`src/sv/nbstat_pkg.sv`:
```
package nbstat_pkg;

    localparam int NAME_BYTES   = 15;
    localparam int RECORD_BYTES = NAME_BYTES + 3;
    localparam int LEN_W        = $clog2(NAME_BYTES + 1);
    localparam int IDX_W        = (NAME_BYTES > 1) ? $clog2(NAME_BYTES) : 1;
    localparam int RIDX_W       = $clog2(RECORD_BYTES + 1);
    localparam int QUEUE_DEPTH  = 2;
    localparam int QPTR_W       = $clog2(QUEUE_DEPTH);
    localparam int QCNT_W       = $clog2(QUEUE_DEPTH + 1);

    // header layout
    localparam logic [3:0] HDR_BYTES   = 4'd12;
    localparam logic [3:0] ANCOUNT_HI  = 4'd6;
    localparam logic [3:0] ANCOUNT_LO  = 4'd7;
    localparam logic [3:0] FIXED_BYTES = 4'd10;

    localparam logic [7:0] PTR_MARK    = 8'hC0;
    localparam logic [7:0] GROUP_FLAG  = 8'h80;
    localparam logic [7:0] CHAR_SPACE  = 8'h20;
    localparam logic [7:0] CHAR_NUL    = 8'h00;
    localparam logic [7:0] TYPE_WKSTA  = 8'h00;
    localparam logic [7:0] TYPE_SERVER = 8'h20;

    // result kinds
    localparam logic [1:0] KIND_HOST   = 2'd0;
    localparam logic [1:0] KIND_GROUP  = 2'd1;
    localparam logic [1:0] KIND_STATUS = 2'd2;

    // status codes
    localparam logic [2:0] ST_OK        = 3'd0;
    localparam logic [2:0] ST_SHORT     = 3'd1;
    localparam logic [2:0] ST_NO_ANSWER = 3'd2;
    localparam logic [2:0] ST_TRUNC     = 3'd3;
    localparam logic [2:0] ST_NO_HOST   = 3'd4;

    typedef struct packed {
        logic [7:0] data_byte;
        logic       end_of_packet;
    } in_word_t;

    typedef struct packed {
        logic [1:0] item_kind;
        logic [7:0] char_value;
        logic [2:0] status_code;
        logic       last_of_run;
    } out_word_t;

    typedef logic [NAME_BYTES-1:0][7:0] name_t;

    // one finished packet, as handed from parser to emitter
    typedef struct packed {
        name_t             host_chars;
        logic [LEN_W-1:0]  host_len;
        name_t             group_chars;
        logic [LEN_W-1:0]  group_len;
        logic [2:0]        status;
    } summary_t;

endpackage

```
`src/sv/nbstat_front.sv`:
```
module nbstat_front (
    input  logic                 clk,
    input  logic                 rst_n,
    input  logic                 in_valid,
    output logic                 in_stall,
    input  nbstat_pkg::in_word_t in_word,
    input  logic                 queue_full,
    output logic                 push,
    output nbstat_pkg::summary_t push_word
);

    localparam logic [2:0] PH_HEADER  = 3'd0;
    localparam logic [2:0] PH_NAME    = 3'd1;
    localparam logic [2:0] PH_SKIP    = 3'd2;
    localparam logic [2:0] PH_PTR     = 3'd3;
    localparam logic [2:0] PH_FIXED   = 3'd4;
    localparam logic [2:0] PH_COUNT   = 3'd5;
    localparam logic [2:0] PH_RECORDS = 3'd6;
    localparam logic [2:0] PH_DONE    = 3'd7;

    localparam int LEN_W  = nbstat_pkg::LEN_W;
    localparam int IDX_W  = nbstat_pkg::IDX_W;
    localparam int RIDX_W = nbstat_pkg::RIDX_W;

    logic [2:0]        phase_reg, phase_next;
    logic [3:0]        header_count_reg, header_count_next;
    logic [7:0]        answer_high_reg, answer_high_next;
    logic              answers_present_reg, answers_present_next;
    logic [7:0]        skip_left_reg, skip_left_next;
    logic [3:0]        fixed_left_reg, fixed_left_next;
    logic [7:0]        names_left_reg, names_left_next;
    logic [RIDX_W-1:0] record_index_reg, record_index_next;
    logic [LEN_W-1:0]  record_len_reg, record_len_next;
    logic              record_stopped_reg, record_stopped_next;
    logic [7:0]        record_type_reg, record_type_next;
    logic              record_group_reg, record_group_next;
    logic [LEN_W-1:0]  host_len_reg, host_len_next;
    logic [LEN_W-1:0]  group_len_reg, group_len_next;

    nbstat_pkg::name_t record_chars_reg, record_chars_next;
    nbstat_pkg::name_t host_chars_reg, host_chars_next;
    nbstat_pkg::name_t group_chars_reg, group_chars_next;

    logic       in_fire;
    logic       commit;
    logic [7:0] b;
    logic [2:0] status;
    logic       names_out;

    assign in_stall = queue_full;
    assign in_fire  = in_valid && !in_stall;
    assign b        = in_word.data_byte;

    always_comb
    begin
        phase_next           = phase_reg;
        header_count_next    = header_count_reg;
        answer_high_next     = answer_high_reg;
        answers_present_next = answers_present_reg;
        skip_left_next       = skip_left_reg;
        fixed_left_next      = fixed_left_reg;
        names_left_next      = names_left_reg;
        record_index_next    = record_index_reg;
        record_len_next      = record_len_reg;
        record_stopped_next  = record_stopped_reg;
        record_type_next     = record_type_reg;
        record_group_next    = record_group_reg;
        host_len_next        = host_len_reg;
        group_len_next       = group_len_reg;
        record_chars_next    = record_chars_reg;
        host_chars_next      = host_chars_reg;
        group_chars_next     = group_chars_reg;
        commit               = 1'b0;
        status               = nbstat_pkg::ST_OK;
        names_out            = 1'b0;
        push                 = 1'b0;

        if (in_fire)
        begin
            unique case (phase_reg)
                PH_HEADER:
                begin
                    if (header_count_reg == nbstat_pkg::ANCOUNT_HI)
                        answer_high_next = b;
                    if (header_count_reg == nbstat_pkg::ANCOUNT_LO)
                        answers_present_next = (answer_high_reg | b) != 8'd0;
                    header_count_next = header_count_reg + 4'd1;
                    if (header_count_next >= nbstat_pkg::HDR_BYTES)
                        phase_next = answers_present_next ? PH_NAME : PH_DONE;
                end
                PH_NAME:
                begin
                    if (b == 8'd0)
                    begin
                        fixed_left_next = nbstat_pkg::FIXED_BYTES;
                        phase_next      = PH_FIXED;
                    end
                    else if ((b & nbstat_pkg::PTR_MARK) == nbstat_pkg::PTR_MARK)
                    begin
                        phase_next = PH_PTR;
                    end
                    else
                    begin
                        skip_left_next = b;
                        phase_next     = PH_SKIP;
                    end
                end
                PH_SKIP:
                begin
                    if (skip_left_reg != 8'd0)
                        skip_left_next = skip_left_reg - 8'd1;
                    if (skip_left_next == 8'd0)
                        phase_next = PH_NAME;
                end
                PH_PTR:
                begin
                    fixed_left_next = nbstat_pkg::FIXED_BYTES;
                    phase_next      = PH_FIXED;
                end
                PH_FIXED:
                begin
                    if (fixed_left_reg != 4'd0)
                        fixed_left_next = fixed_left_reg - 4'd1;
                    if (fixed_left_next == 4'd0)
                        phase_next = PH_COUNT;
                end
                PH_COUNT:
                begin
                    names_left_next     = b;
                    record_index_next   = '0;
                    record_len_next     = '0;
                    record_stopped_next = 1'b0;
                    record_type_next    = 8'd0;
                    record_group_next   = 1'b0;
                    phase_next          = (b == 8'd0) ? PH_DONE : PH_RECORDS;
                end
                PH_RECORDS:
                begin
                    if (record_index_reg < RIDX_W'(nbstat_pkg::NAME_BYTES))
                    begin
                        if (!record_stopped_reg)
                        begin
                            if (b == nbstat_pkg::CHAR_SPACE || b == nbstat_pkg::CHAR_NUL)
                                record_stopped_next = 1'b1;
                            else if (record_len_reg < LEN_W'(nbstat_pkg::NAME_BYTES))
                            begin
                                record_chars_next[record_len_reg[IDX_W-1:0]] = b;
                                record_len_next = record_len_reg + 1'b1;
                            end
                        end
                    end
                    else if (record_index_reg == RIDX_W'(nbstat_pkg::NAME_BYTES))
                        record_type_next = b;
                    else if (record_index_reg == RIDX_W'(nbstat_pkg::NAME_BYTES + 1))
                        record_group_next = (b & nbstat_pkg::GROUP_FLAG) != 8'd0;
                    record_index_next = record_index_reg + 1'b1;
                    commit = record_index_next >= RIDX_W'(nbstat_pkg::RECORD_BYTES);
                end
                PH_DONE:
                begin
                end
                default:
                begin
                end
            endcase
        end

        // record complete: name, type and flags are all in the registers
        if (commit)
        begin
            if (record_len_reg != '0)
            begin
                if (!record_group_reg && host_len_reg == '0 &&
                    (record_type_reg == nbstat_pkg::TYPE_WKSTA ||
                     record_type_reg == nbstat_pkg::TYPE_SERVER))
                begin
                    host_chars_next = record_chars_reg;
                    host_len_next   = record_len_reg;
                end
                if (record_group_reg && group_len_reg == '0)
                begin
                    group_chars_next = record_chars_reg;
                    group_len_next   = record_len_reg;
                end
            end
            record_index_next   = '0;
            record_len_next     = '0;
            record_stopped_next = 1'b0;
            record_type_next    = 8'd0;
            record_group_next   = 1'b0;
            if (names_left_reg != 8'd0)
                names_left_next = names_left_reg - 8'd1;
            if (names_left_next == 8'd0)
                phase_next = PH_DONE;
        end

        if (phase_next == PH_HEADER)
            status = nbstat_pkg::ST_SHORT;
        else if (!answers_present_next)
            status = nbstat_pkg::ST_NO_ANSWER;
        else if (phase_next != PH_RECORDS && phase_next != PH_DONE)
            status = nbstat_pkg::ST_TRUNC;
        else if (host_len_next == '0)
            status = nbstat_pkg::ST_NO_HOST;
        else
            status = nbstat_pkg::ST_OK;

        names_out = (status == nbstat_pkg::ST_OK) || (status == nbstat_pkg::ST_NO_HOST);

        push_word.host_chars  = host_chars_next;
        push_word.host_len    = names_out ? host_len_next : '0;
        push_word.group_chars = group_chars_next;
        push_word.group_len   = names_out ? group_len_next : '0;
        push_word.status      = status;

        // last word: hand the summary over and start the next packet clean
        if (in_fire && in_word.end_of_packet)
        begin
            push                 = 1'b1;
            phase_next           = PH_HEADER;
            header_count_next    = 4'd0;
            answer_high_next     = 8'd0;
            answers_present_next = 1'b0;
            skip_left_next       = 8'd0;
            fixed_left_next      = nbstat_pkg::FIXED_BYTES;
            names_left_next      = 8'd0;
            record_index_next    = '0;
            record_len_next      = '0;
            record_stopped_next  = 1'b0;
            record_type_next     = 8'd0;
            record_group_next    = 1'b0;
            host_len_next        = '0;
            group_len_next       = '0;
        end
    end

    always_ff @(posedge clk or negedge rst_n)
    begin
        if (!rst_n)
        begin
            phase_reg           <= PH_HEADER;
            header_count_reg    <= 4'd0;
            answer_high_reg     <= 8'd0;
            answers_present_reg <= 1'b0;
            skip_left_reg       <= 8'd0;
            fixed_left_reg      <= nbstat_pkg::FIXED_BYTES;
            names_left_reg      <= 8'd0;
            record_index_reg    <= '0;
            record_len_reg      <= '0;
            record_stopped_reg  <= 1'b0;
            record_type_reg     <= 8'd0;
            record_group_reg    <= 1'b0;
            host_len_reg        <= '0;
            group_len_reg       <= '0;
        end
        else
        begin
            phase_reg           <= phase_next;
            header_count_reg    <= header_count_next;
            answer_high_reg     <= answer_high_next;
            answers_present_reg <= answers_present_next;
            skip_left_reg       <= skip_left_next;
            fixed_left_reg      <= fixed_left_next;
            names_left_reg      <= names_left_next;
            record_index_reg    <= record_index_next;
            record_len_reg      <= record_len_next;
            record_stopped_reg  <= record_stopped_next;
            record_type_reg     <= record_type_next;
            record_group_reg    <= record_group_next;
            host_len_reg        <= host_len_next;
            group_len_reg       <= group_len_next;
        end
    end

    always_ff @(posedge clk)
    begin
        record_chars_reg <= record_chars_next;
        host_chars_reg   <= host_chars_next;
        group_chars_reg  <= group_chars_next;
    end

    a_restart: assert property (@(posedge clk) disable iff (!rst_n)
        (in_fire && in_word.end_of_packet) |=>
            (phase_reg == PH_HEADER && header_count_reg == 4'd0 && host_len_reg == '0))
        else $error("parser did not restart after last word");

    a_len_range: assert property (@(posedge clk) disable iff (!rst_n)
        (host_len_reg <= LEN_W'(nbstat_pkg::NAME_BYTES)) &&
        (group_len_reg <= LEN_W'(nbstat_pkg::NAME_BYTES)) &&
        (record_len_reg <= LEN_W'(nbstat_pkg::NAME_BYTES)))
        else $error("name length out of range");

    a_records_count: assert property (@(posedge clk) disable iff (!rst_n)
        (phase_reg == PH_RECORDS) |-> (names_left_reg != 8'd0 &&
            record_index_reg < RIDX_W'(nbstat_pkg::RECORD_BYTES)))
        else $error("record phase with no names left");

    a_answers: assert property (@(posedge clk) disable iff (!rst_n)
        (phase_reg != PH_HEADER && phase_reg != PH_DONE) |-> answers_present_reg)
        else $error("answer parsing without an answer count");

endmodule

```
`src/sv/nbstat_queue.sv`:
```
module nbstat_queue (
    input  logic                 clk,
    input  logic                 rst_n,
    input  logic                 push,
    input  nbstat_pkg::summary_t push_word,
    output logic                 full,
    input  logic                 pop,
    output logic                 head_valid,
    output nbstat_pkg::summary_t head_word
);

    localparam int QPTR_W = nbstat_pkg::QPTR_W;
    localparam int QCNT_W = nbstat_pkg::QCNT_W;

    nbstat_pkg::summary_t slots_reg [nbstat_pkg::QUEUE_DEPTH];
    logic [QPTR_W-1:0]    wr_ptr_reg, wr_ptr_next;
    logic [QPTR_W-1:0]    rd_ptr_reg, rd_ptr_next;
    logic [QCNT_W-1:0]    count_reg, count_next;
    logic                 do_push, do_pop;

    assign full       = count_reg == QCNT_W'(nbstat_pkg::QUEUE_DEPTH);
    assign head_valid = count_reg != '0;
    assign head_word  = slots_reg[rd_ptr_reg];
    assign do_push    = push && !full;
    assign do_pop     = pop && head_valid;

    always_comb
    begin
        wr_ptr_next = wr_ptr_reg;
        rd_ptr_next = rd_ptr_reg;
        count_next  = count_reg;
        if (do_push)
            wr_ptr_next = (wr_ptr_reg == QPTR_W'(nbstat_pkg::QUEUE_DEPTH - 1)) ? '0
                                                                               : wr_ptr_reg + 1'b1;
        if (do_pop)
            rd_ptr_next = (rd_ptr_reg == QPTR_W'(nbstat_pkg::QUEUE_DEPTH - 1)) ? '0
                                                                               : rd_ptr_reg + 1'b1;
        if (do_push && !do_pop)
            count_next = count_reg + 1'b1;
        else if (do_pop && !do_push)
            count_next = count_reg - 1'b1;
    end

    always_ff @(posedge clk or negedge rst_n)
    begin
        if (!rst_n)
        begin
            wr_ptr_reg <= '0;
            rd_ptr_reg <= '0;
            count_reg  <= '0;
        end
        else
        begin
            wr_ptr_reg <= wr_ptr_next;
            rd_ptr_reg <= rd_ptr_next;
            count_reg  <= count_next;
        end
    end

    always_ff @(posedge clk)
    begin
        if (do_push)
            slots_reg[wr_ptr_reg] <= push_word;
    end

endmodule

```
`src/sv/nbstat_emit.sv`:
```
module nbstat_emit (
    input  logic                  clk,
    input  logic                  rst_n,
    input  logic                  head_valid,
    input  nbstat_pkg::summary_t  head_word,
    output logic                  pop,
    output logic                  out_valid,
    input  logic                  out_stall,
    output nbstat_pkg::out_word_t out_word
);

    localparam int LEN_W = nbstat_pkg::LEN_W;
    localparam int IDX_W = nbstat_pkg::IDX_W;

    logic [1:0]            sel_reg, sel_next;
    logic [LEN_W-1:0]      idx_reg, idx_next;
    logic                  out_valid_reg, out_valid_next;
    nbstat_pkg::out_word_t out_word_reg, out_word_next;

    logic                  load;
    logic [LEN_W-1:0]      gidx;

    assign load      = head_valid && (!out_valid_reg || !out_stall);
    assign out_valid = out_valid_reg;
    assign out_word  = out_word_reg;

    always_comb
    begin
        sel_next       = sel_reg;
        idx_next       = idx_reg;
        out_word_next  = out_word_reg;
        out_valid_next = out_stall ? out_valid_reg : 1'b0;
        pop            = 1'b0;
        gidx           = (sel_reg == nbstat_pkg::KIND_HOST) ? '0 : idx_reg;

        if (load)
        begin
            out_valid_next = 1'b1;
            if (sel_reg == nbstat_pkg::KIND_HOST && idx_reg < head_word.host_len)
            begin
                out_word_next.item_kind   = nbstat_pkg::KIND_HOST;
                out_word_next.char_value  = head_word.host_chars[idx_reg[IDX_W-1:0]];
                out_word_next.status_code = nbstat_pkg::ST_OK;
                out_word_next.last_of_run = 1'b0;
                if (idx_reg + 1'b1 == head_word.host_len)
                begin
                    sel_next = nbstat_pkg::KIND_GROUP;
                    idx_next = '0;
                end
                else
                    idx_next = idx_reg + 1'b1;
            end
            else if (sel_reg != nbstat_pkg::KIND_STATUS && gidx < head_word.group_len)
            begin
                out_word_next.item_kind   = nbstat_pkg::KIND_GROUP;
                out_word_next.char_value  = head_word.group_chars[gidx[IDX_W-1:0]];
                out_word_next.status_code = nbstat_pkg::ST_OK;
                out_word_next.last_of_run = 1'b0;
                idx_next = gidx + 1'b1;
                sel_next = (gidx + 1'b1 == head_word.group_len) ? nbstat_pkg::KIND_STATUS
                                                                : nbstat_pkg::KIND_GROUP;
            end
            else
            begin
                out_word_next.item_kind   = nbstat_pkg::KIND_STATUS;
                out_word_next.char_value  = 8'd0;
                out_word_next.status_code = head_word.status;
                out_word_next.last_of_run = 1'b1;
                pop      = 1'b1;
                sel_next = nbstat_pkg::KIND_HOST;
                idx_next = '0;
            end
        end
    end

    always_ff @(posedge clk or negedge rst_n)
    begin
        if (!rst_n)
        begin
            sel_reg       <= nbstat_pkg::KIND_HOST;
            idx_reg       <= '0;
            out_valid_reg <= 1'b0;
        end
        else
        begin
            sel_reg       <= sel_next;
            idx_reg       <= idx_next;
            out_valid_reg <= out_valid_next;
        end
    end

    always_ff @(posedge clk)
    begin
        out_word_reg <= out_word_next;
    end

endmodule

```
`src/sv/netbios_node_status_parser_core.sv`:
```
// NetBIOS node-status response parser.
// in_* channel: one packet byte per word, end_of_packet set on the final byte.
// out_* channel: for each packet, the host-name characters, then the workgroup
// characters (both only when the status is ok or no-host), then one status word
// with last_of_run set. Up to 31 words per packet.
// Input bytes are taken at one per cycle while in_stall is low; the parser
// updates its state in the same cycle. On the last byte the packet summary goes
// into a two-entry queue, and the emitter drains it at one word per cycle while
// out_stall is low. A packet's result words pass through the queue slot and then
// the output register. The next packet's bytes are accepted while earlier
// results drain; in_stall rises only when both queue slots hold packets still
// being emitted. A stall on the output holds out_word steady and backs up into
// the queue. Reset clears the parser to the start of a packet and empties the
// queue and the output register; no words are lost or repeated across stalls.
module netbios_node_status_parser_core (
    input  logic                  clk,
    input  logic                  rst_n,
    input  logic                  in_valid,
    output logic                  in_stall,
    input  nbstat_pkg::in_word_t  in_word,
    output logic                  out_valid,
    input  logic                  out_stall,
    output nbstat_pkg::out_word_t out_word
);

    logic                 queue_full;
    logic                 push;
    nbstat_pkg::summary_t push_word;
    logic                 pop;
    logic                 head_valid;
    nbstat_pkg::summary_t head_word;

    nbstat_front u_front (
        .clk        (clk),
        .rst_n      (rst_n),
        .in_valid   (in_valid),
        .in_stall   (in_stall),
        .in_word    (in_word),
        .queue_full (queue_full),
        .push       (push),
        .push_word  (push_word)
    );

    nbstat_queue u_queue (
        .clk        (clk),
        .rst_n      (rst_n),
        .push       (push),
        .push_word  (push_word),
        .full       (queue_full),
        .pop        (pop),
        .head_valid (head_valid),
        .head_word  (head_word)
    );

    nbstat_emit u_emit (
        .clk        (clk),
        .rst_n      (rst_n),
        .head_valid (head_valid),
        .head_word  (head_word),
        .pop        (pop),
        .out_valid  (out_valid),
        .out_stall  (out_stall),
        .out_word   (out_word)
    );

endmodule

```
`config.mk`:
```
export PLATFORM = sky130hd
export DESIGN_NAME = netbios_node_status_parser_core
export DESIGN_NICKNAME = d
export VERILOG_FILES = /design/src/sv/nbstat_pkg.sv /design/src/sv/nbstat_front.sv /design/src/sv/nbstat_queue.sv /design/src/sv/nbstat_emit.sv /design/src/sv/netbios_node_status_parser_core.sv
export SDC_FILE = /design/constraint.sdc
export NUM_CORES = 1
export LEC_CHECK = 0
export ABC_AREA = 1
export BUFFER_PORTS_ARGS = -buffer_cell sky130_fd_sc_hd__buf_2
export CAP_MARGIN = 20
export CELL_PAD_IN_SITES_DETAIL_PLACEMENT = 0
export CELL_PAD_IN_SITES_GLOBAL_PLACEMENT = 1
export CORE_ASPECT_RATIO = 1.4
export CORE_MARGIN = 5
export CORE_UTILIZATION = 40
export DETAILED_ROUTE_END_ITERATION = 10
export GPL_ROUTABILITY_DRIVEN = 0
export PLACE_DENSITY_LB_ADDON = 0.1
export SYNTH_ARGS = -nofsm -noshare
export SYNTH_HDL_FRONTEND = slang
export SYNTH_SLANG_ARGS = --single-unit
```
`constraint.sdc`:
```
create_clock -name clk -period 24.8 [get_ports clk]
set_input_delay 0 -clock clk [delete_from_list [all_inputs] [get_ports clk]]
set_output_delay 0 -clock clk [all_outputs]
set_load 0.01 [all_outputs]
```
==> impl_metrics.ini <==
[routing]
num_vias = 22899
ant_nets = 0
wl_um = 101000
dr.first_iter.drc_count = 1585
viasPerCell = 5.19
drc = 0
drtPass1Iterations = 5
wl_per_cell_um = 23.0

[setup_path]
cp.depth = 11
rr_endpoint = u_queue.slots_reg[1][112]
rr_startpoint = u_front.record_index_reg[0]
cp_data_arrival_time_ns = 4.71
regToRegSetupSlack_ns = 20.47
crit_end = u_queue.slots_reg[1][112]
startpoint_type = register
cp_common_cell = buf_4
crit_start = u_front.record_index_reg[0]
cpMaxStageDelayCell = buf_4
worst_ep_required_time_ns = 25.17
crit_fanout = 111
crit_path_max_incr_delay_ns = 0.80
end_kind = register
path_class = register to register
path_buf_inv = 5
worstPathCellList = inv_1, ha_1, or2_2, nor2_1, a21oi_4, inv_2, nor3_4, inv_8, buf_4, buf_4, o21ai_1
path_delay_family = buffers and inverters
r2r_cells = 11

[placed_design]
port_buffers = 28
placed_cell_area_mm2 = 0.0376
place_hpwl_um = 58100
post-place-ws_ns = 20.39
dp.cells = 4222

[sta]
whs_ns = 0.157
max_freq_mhz = 231
rsz0062_at_grt = false
drv_slew = 0
period_share_pct = 17.5
tns_ns = 0
fin_crit_ns = 4.33
finClkSkew_ns = 0.0306
setup_ws_ns = 20.47
finalHoldViolCount = 0
setup_viol = 0
maxSlewHeadroom_pct = 23.7
worst_slew_pin_slew_ns = 1.14

[hold_path]
holdPathStages = 4
hp-class = input port to register

[power_and_ir_drop]
power.leakage_nw = 15.2
ir_drop_mv = 0.0681
power_mw = 4.54
p_per_area_mw_per_mm2 = 111

[clock_network]
clk_pin_slew_worst_paths_ns = 0.06
cts_tree = built
holdBufCountCts = 12
clk_root_buffer_cell = clkbuf_16
clkLatencyLatePin_ns = 0.67
numCtsBuffers = 92
clock-sinks = 948
post_cts_resize_count = 0
cts_max_level = 3
ctsLongestPathBuffers = 3
postCtsSetupBuffers = 0

[global_route]
overflow = 0
grt_util_all_layers_pct = 20.5
first_global_vias = 23300
antenna_found_initial = 2
grt_pass1_wl_um = 150000
busiest_layer = met2
use_met3_pct = 2.06
grt_start_max_net_pins = 157
gr-usage-met2_pct = 37.4
met1_usage_pct = 25.8

[final_layout]
fin_area_mm2 = 0.0410
finalNetCount = 3180
layout-area-overhead-vs-synth_pct = 13.3
post-route-util_pct = 45.6
diodes = 0
largest_register_ffs = 502
fin_cells = 4409
drive_above_1_share_pct = 8.82

[synth]
syn_nets = 3152
synthXorXnorAreaFrac_pct = 0.436
syn_inst = 3114
avgSynthCellArea_um2 = 11.6
seq_area_frac_synth_pct = 71.0
synth-adder-area-share_pct = 0.865
synthesis.area_mm2 = 0.0362
muxShareOfSynthArea_pct = 1.58
yosys_warnings = 0
ys_types = 52
ys_ff_latch = 948
synth_compound_area_share_pct = 10.4
synth_simple_gate_area_share_pct = 11.2
synth_top_family_by_area = simple AND/OR/NAND/NOR gates

[floorplan]
die_width_um = 264
initial_core_util_pct = 40.3
fp.dieArea_mm2 = 0.0966
die_h_um = 366
core-area_mm2 = 0.0898
rows = 130
design.portCount = 29

[run]
drv_cap = 0

[status]
outcome = completed
how the worst min path moves through the flow:
stage	slack (ns)	end	from
after global placement	0.23	u_front.names_left_reg[7]	rst_n
after floorplan	-0.30	u_emit.idx_reg[0]	rst_n
after detailed placement	0.25	u_front.names_left_reg[3]	rst_n
after CTS	0.05	u_front.skip_left_reg[2]	rst_n
final	0.16	u_emit.out_valid	out_stall
after global routing	0.20	u_emit.out_valid	out_stall
layout by cell type, fill, tap and decap left out, drive strengths merged, types with 64 or more instances in the layout:
| master | n |
|---|---|
| a21oi | 64 |
| buf | 73 |
| clkbuf | 127 |
| dfrtp | 71 |
| dfxtp | 240 |
| edfxtp | 635 |
| inv | 235 |
| nand2 | 487 |
| nand3 | 101 |
| nor2 | 326 |
| o21ai | 479 |
report_power, final:
part / switching [mW] / total, mW / leakage (nW) / internal, mW
clock network: 0.601 / 1.48 / 1.57 / 0.875
logic: 0.838 / 1.14 / 4.85 / 0.301
registers: 0.0727 / 1.92 / 8.80 / 1.85
total: 1.51 / 4.54 / 15.2 / 3.02
area by class of cell:
type | count | area, um^2
fill | 8327 | 48800
sequential | 948 | 25700
multi-input combinational | 1775 | 8950
clock buffer | 127 | 2650
tap | 1188 | 1490
inverter | 239 | 910
timing repair buffer | 86 | 696
clock inverter | 46 | 573
tightest hold or removal path, stage by stage:
cell and delay, ns:
dlygate4sd3_1 0.52, buf_2 0.10, nand2_1 0.07, nand2_1 0.07
cells in the mapped netlist (all sizes together):
cell / number / area [um^2]
inv: 235 / 882
nor4: 4 / 25.0
dfxtp: 240 / 4800
nand3b: 2 / 15.0
a31oi: 3 / 18.8
a22o: 1 / 8.76
a21oi: 64 / 347
dfrtp: 71 / 1780
nand3: 101 / 510
a22oi: 1 / 7.51
o311ai: 2 / 17.5
dfstp: 2 / 52.6
ha: 25 / 313
o221ai: 20 / 175
o21a: 4 / 30.0
o31ai: 5 / 37.5
o2111ai: 1 / 8.76
nor2: 326 / 1260
o21bai: 3 / 22.5
buf: 54 / 339
nand4: 14 / 87.6
clkinv: 4 / 15.0
mux2i: 57 / 571
edfxtp: 635 / 19100
nand2: 487 / 1830
o21ai: 479 / 2400
nor3: 54 / 292
a211oi: 3 / 27.5
o22ai: 53 / 332
or2: 7 / 43.8
clkbuf: 98 / 368
a221oi: 9 / 78.8
a2bb2oi: 3 / 26.3
xnor2: 6 / 52.6
xor2: 12 / 105
o211ai: 29 / 218
cells by family after synthesis:
| logic type | Yosys count |
|---|---|
| AND/OR/NAND/NOR | 995 |
| buffers and inverters | 391 |
| flip-flops | 948 |
| AO/OA/AOI/OAI | 680 |
| multiplexers | 57 |
| XOR/XNOR | 18 |
| adder cells (fa/ha/maj) | 25 |
per-layer routing:
layer | up-vias | routed length, um
met4 | 0 | 2590
met1 | 11344 | 42300
li1 | 10924 | -
met5 | - | 0
met3 | 156 | 3530
met2 | 475 | 52800
(Power assumes the default switching activity.)
